`src/design/gsmt_pkg.sv`:
```
// global sweep mppt tracker: shared types, widths, phase codes and register indexes
// used by every module of the tracker; no dependencies
package gsmt_pkg;

    localparam int SAMPLE_BITS    = 16;
    localparam int DUTY_BITS      = 16;
    localparam int DUTY_REG_BITS  = DUTY_BITS + 1;
    localparam int POWER_BITS     = 2 * SAMPLE_BITS;
    localparam int RATIO_BITS     = 8;
    localparam int ESTIMATE_BITS  = POWER_BITS + RATIO_BITS;
    localparam int ENERGY_BITS    = 48;
    localparam int STEP_BITS      = 16;
    localparam int PHASE_BITS     = 2;
    localparam int CFG_INDEX_BITS = 3;
    localparam int CFG_DATA_BITS  = 16;
    localparam int IN_TDATA_BITS  = 2 * SAMPLE_BITS;
    localparam int OUT_FIELD_BITS = DUTY_BITS + PHASE_BITS + 2 * POWER_BITS
                                    + ESTIMATE_BITS + ENERGY_BITS;
    localparam int OUT_TDATA_BITS = ((OUT_FIELD_BITS + 7) / 8) * 8;

    localparam logic [PHASE_BITS-1:0] PH_INIT   = 2'd0;
    localparam logic [PHASE_BITS-1:0] PH_SEARCH = 2'd1;
    localparam logic [PHASE_BITS-1:0] PH_DONE   = 2'd2;

    localparam logic [CFG_INDEX_BITS-1:0] REG_STEP_SIZE       = 3'd0;
    localparam logic [CFG_INDEX_BITS-1:0] REG_SWEEP_STEPS     = 3'd1;
    localparam logic [CFG_INDEX_BITS-1:0] REG_DUTY_LOW_LIMIT  = 3'd2;
    localparam logic [CFG_INDEX_BITS-1:0] REG_DUTY_HIGH_LIMIT = 3'd3;
    localparam logic [CFG_INDEX_BITS-1:0] REG_TRACKING_ENABLE = 3'd4;
    localparam logic [CFG_INDEX_BITS-1:0] REG_FIXED_DUTY      = 3'd5;
    localparam logic [CFG_INDEX_BITS-1:0] REG_PERIOD_RATIO    = 3'd6;

    typedef struct packed {
        logic [DUTY_BITS-1:0]  step_size;
        logic [STEP_BITS-1:0]  sweep_steps;
        logic [DUTY_BITS-1:0]  duty_low_limit;
        logic [DUTY_BITS-1:0]  duty_high_limit;
        logic                  tracking_enable;
        logic [DUTY_BITS-1:0]  fixed_duty;
        logic [RATIO_BITS-1:0] period_ratio;
    } cfg_t;

    localparam cfg_t CFG_RESET = '{
        step_size:       16'd3277,
        sweep_steps:     16'd20,
        duty_low_limit:  16'd3277,
        duty_high_limit: 16'd62258,
        tracking_enable: 1'b1,
        fixed_duty:      16'd32768,
        period_ratio:    8'd10
    };

    typedef struct packed {
        logic                   restart;
        logic [SAMPLE_BITS-1:0] voltage_sample;
        logic [SAMPLE_BITS-1:0] current_sample;
    } req_t;

    typedef struct packed {
        logic [DUTY_BITS-1:0]     duty_out;
        logic [PHASE_BITS-1:0]    phase;
        logic [POWER_BITS-1:0]    power_now;
        logic [POWER_BITS-1:0]    best_power;
        logic [ESTIMATE_BITS-1:0] power_estimate;
        logic [ENERGY_BITS-1:0]   energy_total;
    } res_t;

endpackage

```
`src/design/gsmt_input_stage.sv`:
```
// input register of the tracker: takes a request from the slave stream
// and holds it until the sweep unit consumes it; depends on gsmt_pkg
module gsmt_input_stage (
    input  logic                                 aclk,
    input  logic                                 aresetn,
    input  logic                                 s_tvalid,
    output logic                                 s_tready,
    input  logic [gsmt_pkg::IN_TDATA_BITS-1:0]   s_tdata,
    input  logic                                 s_tuser,
    output logic                                 req_valid,
    output gsmt_pkg::req_t                       req,
    input  logic                                 req_take
);
    import gsmt_pkg::*;

    logic valid_reg;
    logic valid_next;
    req_t req_reg;
    logic load;

    assign s_tready = !valid_reg || req_take;
    assign load     = s_tvalid && s_tready;

    always_comb begin
        valid_next = valid_reg;
        if (load) begin
            valid_next = 1'b1;
        end else if (req_take) begin
            valid_next = 1'b0;
        end
    end

    always_ff @(posedge aclk) begin
        if (!aresetn) begin
            valid_reg <= 1'b0;
        end else begin
            valid_reg <= valid_next;
        end
    end

    always_ff @(posedge aclk) begin
        if (load) begin
            req_reg.restart        <= s_tuser;
            req_reg.voltage_sample <= s_tdata[SAMPLE_BITS-1:0];
            req_reg.current_sample <= s_tdata[2*SAMPLE_BITS-1:SAMPLE_BITS];
        end
    end

    assign req_valid = valid_reg;
    assign req       = req_reg;

endmodule

```
`src/design/gsmt_sweep_unit.sv`:
```
// sweep state and per-request arithmetic: power, energy total, sweep phases,
// best power and duty, estimate and duty clamp; depends on gsmt_pkg
module gsmt_sweep_unit (
    input  logic            aclk,
    input  logic            aresetn,
    input  gsmt_pkg::cfg_t  cfg,
    input  logic            req_valid,
    input  gsmt_pkg::req_t  req,
    output logic            req_take,
    input  logic            res_ready,
    output logic            res_valid,
    output gsmt_pkg::res_t  res
);
    import gsmt_pkg::*;

    logic [PHASE_BITS-1:0]    phase_reg, phase_next;
    logic [STEP_BITS-1:0]     step_counter_reg, step_counter_next;
    logic [DUTY_REG_BITS-1:0] duty_reg, duty_next;
    logic [POWER_BITS-1:0]    best_power_reg, best_power_next;
    logic [DUTY_BITS-1:0]     best_duty_reg, best_duty_next;
    logic [ESTIMATE_BITS-1:0] estimate_reg, estimate_next;
    logic [ENERGY_BITS-1:0]   energy_reg, energy_next;

    logic [POWER_BITS-1:0]    power;
    logic [ENERGY_BITS:0]     energy_sum;
    logic [ENERGY_BITS-1:0]   energy_sat;
    logic [DUTY_REG_BITS:0]   duty_sum;
    logic [DUTY_REG_BITS-1:0] duty_inc;
    logic [DUTY_BITS-1:0]     duty_cap;
    logic [ESTIMATE_BITS-1:0] estimate_prod;
    logic [DUTY_BITS-1:0]     duty_clamped;

    always_comb begin
        req_take = req_valid && res_ready;

        power      = POWER_BITS'(req.voltage_sample) * POWER_BITS'(req.current_sample);
        energy_sum = {1'b0, energy_reg} + (ENERGY_BITS+1)'(power);
        energy_sat = energy_sum[ENERGY_BITS] ? {ENERGY_BITS{1'b1}}
                                             : energy_sum[ENERGY_BITS-1:0];
        duty_sum   = {1'b0, duty_reg} + (DUTY_REG_BITS+1)'(cfg.step_size);
        duty_inc   = duty_sum[DUTY_REG_BITS] ? {DUTY_REG_BITS{1'b1}}
                                             : duty_sum[DUTY_REG_BITS-1:0];
        duty_cap   = duty_reg[DUTY_BITS] ? {DUTY_BITS{1'b1}} : duty_reg[DUTY_BITS-1:0];
        estimate_prod = ESTIMATE_BITS'(best_power_reg) * ESTIMATE_BITS'(cfg.period_ratio);

        phase_next        = phase_reg;
        step_counter_next = step_counter_reg;
        duty_next         = duty_reg;
        best_power_next   = best_power_reg;
        best_duty_next    = best_duty_reg;
        estimate_next     = estimate_reg;
        energy_next       = energy_reg;

        if (req_take) begin
            if (req.restart) begin
                phase_next = PH_INIT;
            end else begin
                energy_next = energy_sat;
                case (phase_reg)
                    PH_INIT: begin
                        step_counter_next = '0;
                        duty_next         = DUTY_REG_BITS'(cfg.step_size);
                        best_power_next   = '0;
                        best_duty_next    = '0;
                        phase_next        = PH_SEARCH;
                        energy_next       = '0;
                        estimate_next     = '0;
                    end
                    PH_SEARCH: begin
                        if (step_counter_reg < cfg.sweep_steps) begin
                            if (power > best_power_reg) begin
                                best_power_next = power;
                                best_duty_next  = duty_cap;
                            end
                            duty_next = duty_inc;
                        end else begin
                            phase_next    = PH_DONE;
                            duty_next     = DUTY_REG_BITS'(best_duty_reg);
                            estimate_next = estimate_prod;
                        end
                    end
                    PH_DONE: begin
                        phase_next = PH_DONE;
                    end
                    default: begin
                        phase_next = PH_INIT;
                    end
                endcase
                if (!cfg.tracking_enable) begin
                    duty_next = DUTY_REG_BITS'(cfg.fixed_duty);
                end
                step_counter_next = step_counter_next + 1'b1;
            end
        end

        // high limit is checked first and wins for any duty at or above it
        if (duty_next >= DUTY_REG_BITS'(cfg.duty_high_limit)) begin
            duty_clamped = cfg.duty_high_limit;
        end else if (duty_next <= DUTY_REG_BITS'(cfg.duty_low_limit)) begin
            duty_clamped = cfg.duty_low_limit;
        end else begin
            duty_clamped = duty_next[DUTY_BITS-1:0];
        end

        res_valid          = req_take && !req.restart;
        res.duty_out       = duty_clamped;
        res.phase          = phase_next;
        res.power_now      = power;
        res.best_power     = best_power_next;
        res.power_estimate = estimate_next;
        res.energy_total   = energy_next;
    end

    always_ff @(posedge aclk) begin
        if (!aresetn) begin
            phase_reg        <= PH_INIT;
            step_counter_reg <= STEP_BITS'(1);
            duty_reg         <= '0;
            best_power_reg   <= '0;
            best_duty_reg    <= '0;
            estimate_reg     <= '0;
            energy_reg       <= '0;
        end else begin
            phase_reg        <= phase_next;
            step_counter_reg <= step_counter_next;
            duty_reg         <= duty_next;
            best_power_reg   <= best_power_next;
            best_duty_reg    <= best_duty_next;
            estimate_reg     <= estimate_next;
            energy_reg       <= energy_next;
        end
    end

    a_restart_to_init: assert property (@(posedge aclk) disable iff (!aresetn)
        (req_take && req.restart) |=> (phase_reg == PH_INIT) && $stable(step_counter_reg))
        else $error("restart did not return the sweep to init");

    a_init_clears: assert property (@(posedge aclk) disable iff (!aresetn)
        (req_take && !req.restart && (phase_reg == PH_INIT))
        |=> (phase_reg == PH_SEARCH) && (energy_reg == '0) && (estimate_reg == '0)
            && (step_counter_reg == STEP_BITS'(1)))
        else $error("init tick did not restart the sweep");

    a_sweep_end: assert property (@(posedge aclk) disable iff (!aresetn)
        (req_take && !req.restart && (phase_reg == PH_SEARCH)
            && (step_counter_reg >= cfg.sweep_steps))
        |=> (phase_reg == PH_DONE))
        else $error("sweep did not settle after its step count");

    a_idle_holds: assert property (@(posedge aclk) disable iff (!aresetn)
        !req_take |=> $stable(phase_reg) && $stable(energy_reg) && $stable(best_power_reg))
        else $error("sweep state changed without a request");

endmodule

```
`src/design/gsmt_output_stage.sv`:
```
// result register of the tracker: holds a finished result for the master
// stream and packs it into tdata; depends on gsmt_pkg
module gsmt_output_stage (
    input  logic                                  aclk,
    input  logic                                  aresetn,
    input  logic                                  res_valid,
    input  gsmt_pkg::res_t                        res,
    output logic                                  res_ready,
    output logic                                  m_tvalid,
    input  logic                                  m_tready,
    output logic [gsmt_pkg::OUT_TDATA_BITS-1:0]   m_tdata
);
    import gsmt_pkg::*;

    logic valid_reg;
    logic valid_next;
    res_t res_reg;

    assign res_ready = !valid_reg || m_tready;

    always_comb begin
        valid_next = valid_reg;
        if (res_valid) begin
            valid_next = 1'b1;
        end else if (m_tready) begin
            valid_next = 1'b0;
        end
    end

    always_ff @(posedge aclk) begin
        if (!aresetn) begin
            valid_reg <= 1'b0;
        end else begin
            valid_reg <= valid_next;
        end
    end

    always_ff @(posedge aclk) begin
        if (res_valid) begin
            res_reg <= res;
        end
    end

    assign m_tvalid = valid_reg;
    assign m_tdata  = {{(OUT_TDATA_BITS-OUT_FIELD_BITS){1'b0}},
                       res_reg.energy_total, res_reg.power_estimate, res_reg.best_power,
                       res_reg.power_now, res_reg.phase, res_reg.duty_out};

endmodule

```
`src/design/global_sweep_mppt_tracker_core.sv`:
```
// global sweep mppt tracker top level: configuration registers and the
// input register, sweep unit and result register; depends on gsmt_pkg
//
// Takes one request per clock cycle while the master side takes results: a
// request is held in the input register, the sweep unit then forms the
// 16x16 power product, the energy sum, the sweep step and the duty clamp
// combinationally and loads the result register, so a result shows on the
// master side once it has passed the input register and the result register.
// A measurement tick gives exactly one result; a restart request gives none
// and only returns the sweep to init. The input register can hold the next
// request while a finished result still waits. Configuration writes take
// effect at once and are meant for times when no request is in flight.
module global_sweep_mppt_tracker_core (
    input  logic                                  aclk,
    input  logic                                  aresetn,
    // voltage_sample [15:0], current_sample [31:16]
    input  logic [gsmt_pkg::IN_TDATA_BITS-1:0]    s_tdata,
    // req_type (1 restarts the sweep)
    input  logic                                  s_tuser,
    input  logic                                  s_tvalid,
    output logic                                  s_tready,
    // duty_out [15:0], phase [17:16], power_now [49:18], best_power [81:50],
    // power_estimate [121:82], energy_total [169:122], zero fill [175:170]
    output logic [gsmt_pkg::OUT_TDATA_BITS-1:0]   m_tdata,
    output logic                                  m_tvalid,
    input  logic                                  m_tready,
    input  logic                                  cfg_wr_en,
    input  logic [gsmt_pkg::CFG_INDEX_BITS-1:0]   cfg_index,
    input  logic [gsmt_pkg::CFG_DATA_BITS-1:0]    cfg_wdata
);
    import gsmt_pkg::*;

    cfg_t cfg_reg;
    cfg_t cfg_next;
    logic req_valid;
    req_t req;
    logic req_take;
    logic res_ready;
    logic res_valid;
    res_t res;

    always_comb begin
        cfg_next = cfg_reg;
        if (cfg_wr_en) begin
            case (cfg_index)
                REG_STEP_SIZE:       cfg_next.step_size       = cfg_wdata[DUTY_BITS-1:0];
                REG_SWEEP_STEPS:     cfg_next.sweep_steps     = cfg_wdata[STEP_BITS-1:0];
                REG_DUTY_LOW_LIMIT:  cfg_next.duty_low_limit  = cfg_wdata[DUTY_BITS-1:0];
                REG_DUTY_HIGH_LIMIT: cfg_next.duty_high_limit = cfg_wdata[DUTY_BITS-1:0];
                REG_TRACKING_ENABLE: cfg_next.tracking_enable = cfg_wdata[0];
                REG_FIXED_DUTY:      cfg_next.fixed_duty      = cfg_wdata[DUTY_BITS-1:0];
                REG_PERIOD_RATIO:    cfg_next.period_ratio    = cfg_wdata[RATIO_BITS-1:0];
                default:             cfg_next = cfg_reg;
            endcase
        end
    end

    always_ff @(posedge aclk) begin
        if (!aresetn) begin
            cfg_reg <= CFG_RESET;
        end else begin
            cfg_reg <= cfg_next;
        end
    end

    gsmt_input_stage u_input_stage (
        .aclk      (aclk),
        .aresetn   (aresetn),
        .s_tvalid  (s_tvalid),
        .s_tready  (s_tready),
        .s_tdata   (s_tdata),
        .s_tuser   (s_tuser),
        .req_valid (req_valid),
        .req       (req),
        .req_take  (req_take)
    );

    gsmt_sweep_unit u_sweep_unit (
        .aclk      (aclk),
        .aresetn   (aresetn),
        .cfg       (cfg_reg),
        .req_valid (req_valid),
        .req       (req),
        .req_take  (req_take),
        .res_ready (res_ready),
        .res_valid (res_valid),
        .res       (res)
    );

    gsmt_output_stage u_output_stage (
        .aclk      (aclk),
        .aresetn   (aresetn),
        .res_valid (res_valid),
        .res       (res),
        .res_ready (res_ready),
        .m_tvalid  (m_tvalid),
        .m_tready  (m_tready),
        .m_tdata   (m_tdata)
    );

endmodule

```
`config.mk`:
```
export PLATFORM = sky130hd
export DESIGN_NAME = global_sweep_mppt_tracker_core
export DESIGN_NICKNAME = d
export VERILOG_FILES = /design/src/design/gsmt_pkg.sv /design/src/design/gsmt_input_stage.sv /design/src/design/gsmt_sweep_unit.sv /design/src/design/gsmt_output_stage.sv /design/src/design/global_sweep_mppt_tracker_core.sv
export SDC_FILE = /design/constraint.sdc
export NUM_CORES = 2
export LEC_CHECK = 0
export BUFFER_PORTS_ARGS = -buffer_cell sky130_fd_sc_hd__buf_2
export CAP_MARGIN = 10
export CORE_MARGIN = 1.5
export CORE_UTILIZATION = 45
export CTS_CLUSTER_SIZE = 25
export DETAILED_ROUTE_END_ITERATION = 8
export GPL_ROUTABILITY_DRIVEN = 0
export PLACE_DENSITY = 0.62
export SLEW_MARGIN = 10
export SYNTH_ARGS = -nofsm -noshare
export SYNTH_HDL_FRONTEND = slang
export SYNTH_SLANG_ARGS = --single-unit
```
`constraint.sdc`:
```
create_clock -name aclk -period 10.3 [get_ports aclk]
set_input_delay 2.575 -clock aclk [delete_from_list [all_inputs] [get_ports aclk]]
set_output_delay 2.575 -clock aclk [all_outputs]
set_load 0.05 [all_outputs]
```
# Word-level counts from Yosys, hierarchy flattened
# Index checks and enable logic that the tools add are counted.
# classes
n_addsub,3
n_mul,2
div,0
magnitude_cmp,4
eq_ne,10
n_shift,0
n_mux,36
bitwise_logic,1
n_reduce_logical,22
# op_table
cell,n
two-way mux 48 bit,4
two-way mux 16 bit,8
two-way mux 32 bit,4
two-way mux 40 bit,3
two-way mux 17 bit,5
case mux 40 bit (2 select lines),1
case mux 32 bit (2 select lines),1
adder 48 x 32 -> 49 bit,1
multiplier 32 x 8 -> 40 bit,1
case mux 17 bit (2 select lines),1
> comparator 32 bit,1
multiplier 16 x 16 -> 32 bit,1
case mux 16 bit (2 select lines),1
adder 17 x 16 -> 18 bit,1
greater-or-equal comparator 17 x 16 -> 1 bit,1
less-or-equal comparator 17 x 16 -> 1 bit,1
"adder 16 x 1 -> 16 bit, second input constant",1
less-than comparator 16 bit,1
AND reduction 2 bit,8
"equality test 3 bit, second input constant",3
"equality test 3 x 2 -> 1 bit, second input constant",2
two-way mux 2 bit,3
case mux 2 bit (3 select lines),1
nonzero test 2 bit,3
12 further kinds,21
# word_totals
regBits,465
latchBits,0
ram_bits,0
mem_bits_ro,0
in_bits,57
out_inout_bits,178
elab_cells,103
n_memories,0

# Longest topological paths before layout
# logic_depth
word_depth,10
mapped_depth,36
ltp_nobuf,34

# Modules after synthesis
# Synthesis repeated with hierarchy kept, for this count alone.
# unflattened
hier_cells,4197
hier_area_um2,39056.2
# by_module_without_submodules
mod,n_inst,cells_each,area_per_inst_um2
gsmt_sweep_unit,1,3641,29335.6
gsmt_output_stage,1,181,5202.5
global_sweep_mppt_tracker_core,1,337,3469.6
gsmt_input_stage,1,38,1048.5

# Worst setup path after synthesis
# Ideal clock, no wire load.
# synth_path
path_type,in2reg
start,input port m_tready
end,register u_sweep_unit.energy_reg[31]
setup_time_ns,0.099
arrival_time_ns,9.280
path_slack_ns,0.921
cell_stages,9
cell_sequence,nand2b_1 > nand2_1 > or2_2 > buf_2 > inv_1 > clkbuf_1 > clkbuf_1 > o21ai_0 > nor3b_1
# synth_between
elab_chain_cells,3
# synth_lines
item,line_no,source
"start, declared",global_sweep_mppt_tracker_core.sv:26,"input logic m_tready,"
logical OR 1 bit,gsmt_output_stage.sv:19,assign res_ready = !valid_reg || m_tready;
logical AND 1 bit,gsmt_sweep_unit.sv:34,req_take = req_valid && res_ready;
two-way mux 48 bit,gsmt_sweep_unit.sv:54,if (req_take) begin
"end signal, assigned",gsmt_sweep_unit.sv:130,energy_reg <= energy_next;
"end, declared",gsmt_sweep_unit.sv:22,"logic [ENERGY_BITS-1:0] energy_reg, energy_next;"
# No other way between the ends.
# A chain may end at the register's enable or synchronous reset.

==> impl_metrics.json <==
{
  "outcome": "finished clean",
  "grt.total_usage_pct": 24.9,
  "wl_mm": 107,
  "synthXorXnorAreaFrac_pct": 2.41,
  "yosysTopAreaCell": "fa_1",
  "synthArstFlopShare_pct": 0,
  "synthAdderAreaFrac_pct": 29.3,
  "core_area_mm2": 0.0838,
  "largest_reg_flops": 170,
  "clock_latency_ps": 660,
  "routed-wl-met2_mm": 49.7,
  "slowest_delay_ps": 620,
  "critPathBufInv": 7,
  "synth_edf_count": 203,
  "antenna_found_initial": 4,
  "grt-ovfl-total": 0,
  "wl_met1_mm": 47.5,
  "powerDensity_mw_per_mm2": 347,
  "multiInputGateArea_mm2": 0.0241,
  "rsz0062_at_grt": "no",
  "cts_sinks": 465,
  "hold_viol": 0,
  "finalInstanceArea_mm2": 0.0424,
  "tritoncts": "yes",
  "leakage_nw": 19.5,
  "crit_top_cell": "fa_1",
  "synthSimpleGateAreaFrac_pct": 18.2,
  "fp.dieW_um": 294,
  "synth_compound_area_share_pct": 12.9,
  "vias": 29549,
  "yosysTopAreaCellShare_pct": 19.7,
  "finalSetupViolations": 0,
  "cts_max_level": 2,
  "pin_count": 235,
  "syn_inst": 4156,
  "drtAntennaViolNets": 0,
  "fp.dieH_um": 294,
  "diodes": 0,
  "whs_ps": 460,
  "ir_drop_mv": 0.643,
  "seqCellArea_mm2": 0.0113,
  "cts_made_buffers": 54,
  "pwr-share-comb_pct": 69.9,
  "syn_avg_cell_area_um2": 9.18,
  "synth_area_leaders": "fa_1, edfxtp_1, dfxtp_1",
  "dpl-instance-area_mm2": 0.0404,
  "yosysSeqAreaShare_pct": 29.7,
  "start_util_pct": 45.5,
  "worst_setup_path_start_kind": "flop",
  "synth_top_family_by_area": "adder cells",
  "nFillCells": 8038,
  "crit_family": "adder cells",
  "drc": 0,
  "area_growth_pct": 11.0,
  "ys.flop_type": "dfxtp_1",
  "grt_pass1_vias": 29395,
  "finalCritPeriodShare_pct": 92.3,
  "fin_worst_skew_ps": 45.3,
  "postCtsHoldBufs": 0,
  "cts.clk_slew.worst_paths_ps": 70,
  "drive_gt1_share_pct": 9.49,
  "nNetsFinal": 5012,
  "required_ps": 10810,
  "synth-seq-cells": 465,
  "clock.fmax_ghz": 0.105,
  "seq_power_share_pct": 15.8,
  "first_pass_iters": 5,
  "yosys-top-cells-count": "nand2_1, inv_1, and2_1",
  "hp-class": "reg -> reg",
  "grt_max_degree": 106,
  "via_per_inst": 5.40,
  "switching_share_pct": 50.6,
  "slew-limit-headroom_pct": 19.5,
  "met3_length_mm": 6.48,
  "max_slew.worst_pin.slew_ps": 1210,
  "row_count": 106,
  "cts-resized-gates": 0,
  "cts_buffer_depth": 3,
  "cap_violations": 0,
  "setup_tns_ps": 0,
  "path_max_fanout": 33,
  "yosysUniqueCellTypes": 84,
  "netSwitchingPower_mw": 7.43,
  "p_int_mw": 7.26,
  "cts_root_buffer": "clkbuf_16",
  "grt_pass1_wl_mm": 168,
  "critPathCaptureType": "flop",
  "cp_slowest_cell": "edfxtp_1",
  "syn_area_mm2": 0.0382,
  "worstSetupPathType": "reg -> reg",
  "die_area_mm2": 0.0866,
  "cp_data_arrival_time_ps": 10020,
  "synth_mux_area_share_pct": 0.131,
  "yosys_warnings": 0,
  "p_clk_share_pct": 14.3,
  "min_period_ps": 9510,
  "yosysMostFrequentCell": "nand2_1",
  "post_cts_buffers": 0,
  "wl_per_cell_um": 19.6,
  "top_layer": "met4",
  "hpwl_mm": 81.8,
  "drt_iter0_drc": 2137,
  "placement.io_buffers": 228,
  "drv_slew": 0
}
==> kinds of logic (layout without fill, tap and decap cells) <==
group                    after synthesis  after routing
other                                  1              6
multiplexers                           5              5
adder cells (fa/ha/maj)              668            668
AND/OR/NAND/NOR                     1441           1441
flip-flops                           465            465
XOR/XNOR                             105            105
AO/OA/AOI/OAI                        737            737
buffers and inverters                734            906
==> layout make-up <==
| class | instances | share of cell area, % |
|---|---|---|
| clock buffer | 73 | 3.77 |
| clock inverter | 29 | 0.898 |
| inverter | 517 | 4.60 |
| multi-input combinational | 2962 | 56.8 |
| sequential | 465 | 26.8 |
| tap | 1134 | 3.35 |
| timing repair buffer | 287 | 3.81 |
==> layout by cell type (no fill, tap or decap), types with 23 or more instances in the layout <==
master and count:
nand2_1 676, inv_1 516, and2_1 377, fa_1 376, ha_1 292, dfxtp_1 262, buf_2 227, edfxtp_1 203
o21ai_0 175, a21oi_1 150, nor2_1 120, a21boi_0 69, nand3_1 66, xnor2_1 65, clkbuf_16 57, buf_4 57
a21o_1 54, a22o_1 41, xor2_1 40, nor3_1 37, o211ai_1 36, nor2b_1 25, nand4_1 25, o21a_1 24
and3_1 23
==> metal layers <==
| metal | vias to the layer above | GRT usage, % |
|---|---|---|
| li1 | 13939 | - |
| met1 | 14633 | 34.0 |
| met2 | 803 | 40.5 |
| met3 | 174 | 3.72 |
| met4 | 0 | 8.49 |
| met5 | - | 0 |
==> power groups by stage <==
stage	clock, mW	sequential, mW	combinational [mW]
floorplan	0	2.49	6.57
global placement	0	2.36	10.1
detailed placement	0	2.36	10.1
CTS	2.15	2.32	10.2
global route	2.22	2.32	11.3
finish	2.10	2.32	10.3
==> worst paths after layout <==
| kind | start | to | slack (ps) | cells past startpoint |
|---|---|---|---|---|
| max | u_input_stage.req[4] | u_sweep_unit.best_power_reg[13] | 790 | 33 |
| min | cfg_reg[12] | cfg_reg[12] | 460 | 2 |
| max reg2reg | u_input_stage.req[4] | u_sweep_unit.best_power_reg[13] | 790 | 33 |
| min reg2reg | cfg_reg[12] | cfg_reg[12] | 460 | 2 |
==> worst register-to-register path, delay by kind of cell (launching register included) <==
family / cells / cell delay [ps]
AOI/OAI and AO/OA: 10 / 2540
and+or+nand+nor: 7 / 1700
DFF: 1 / 620
adders and majority gates: 8 / 3660
xor gates and xnor gates: 1 / 150
buffers and inverters: 7 / 730
==> metrics by stage <==
| step | instances | power, mW | utilization (%) | worst slack, ps |
|---|---|---|---|---|
| after floorplan | 4161 | 9.06 | - | 921 |
| after global placement | 5365 | 12.5 | 48.2 | 1020 |
| after detailed placement | 5365 | 12.5 | 48.2 | 875 |
| after CTS | 5467 | 14.7 | 50.5 | 836 |
| after global routing | 5467 | 15.9 | 50.5 | 182 |
| final | 5467 | 14.7 | 50.5 | 792 |
Power figures use the tool's default switching activity.
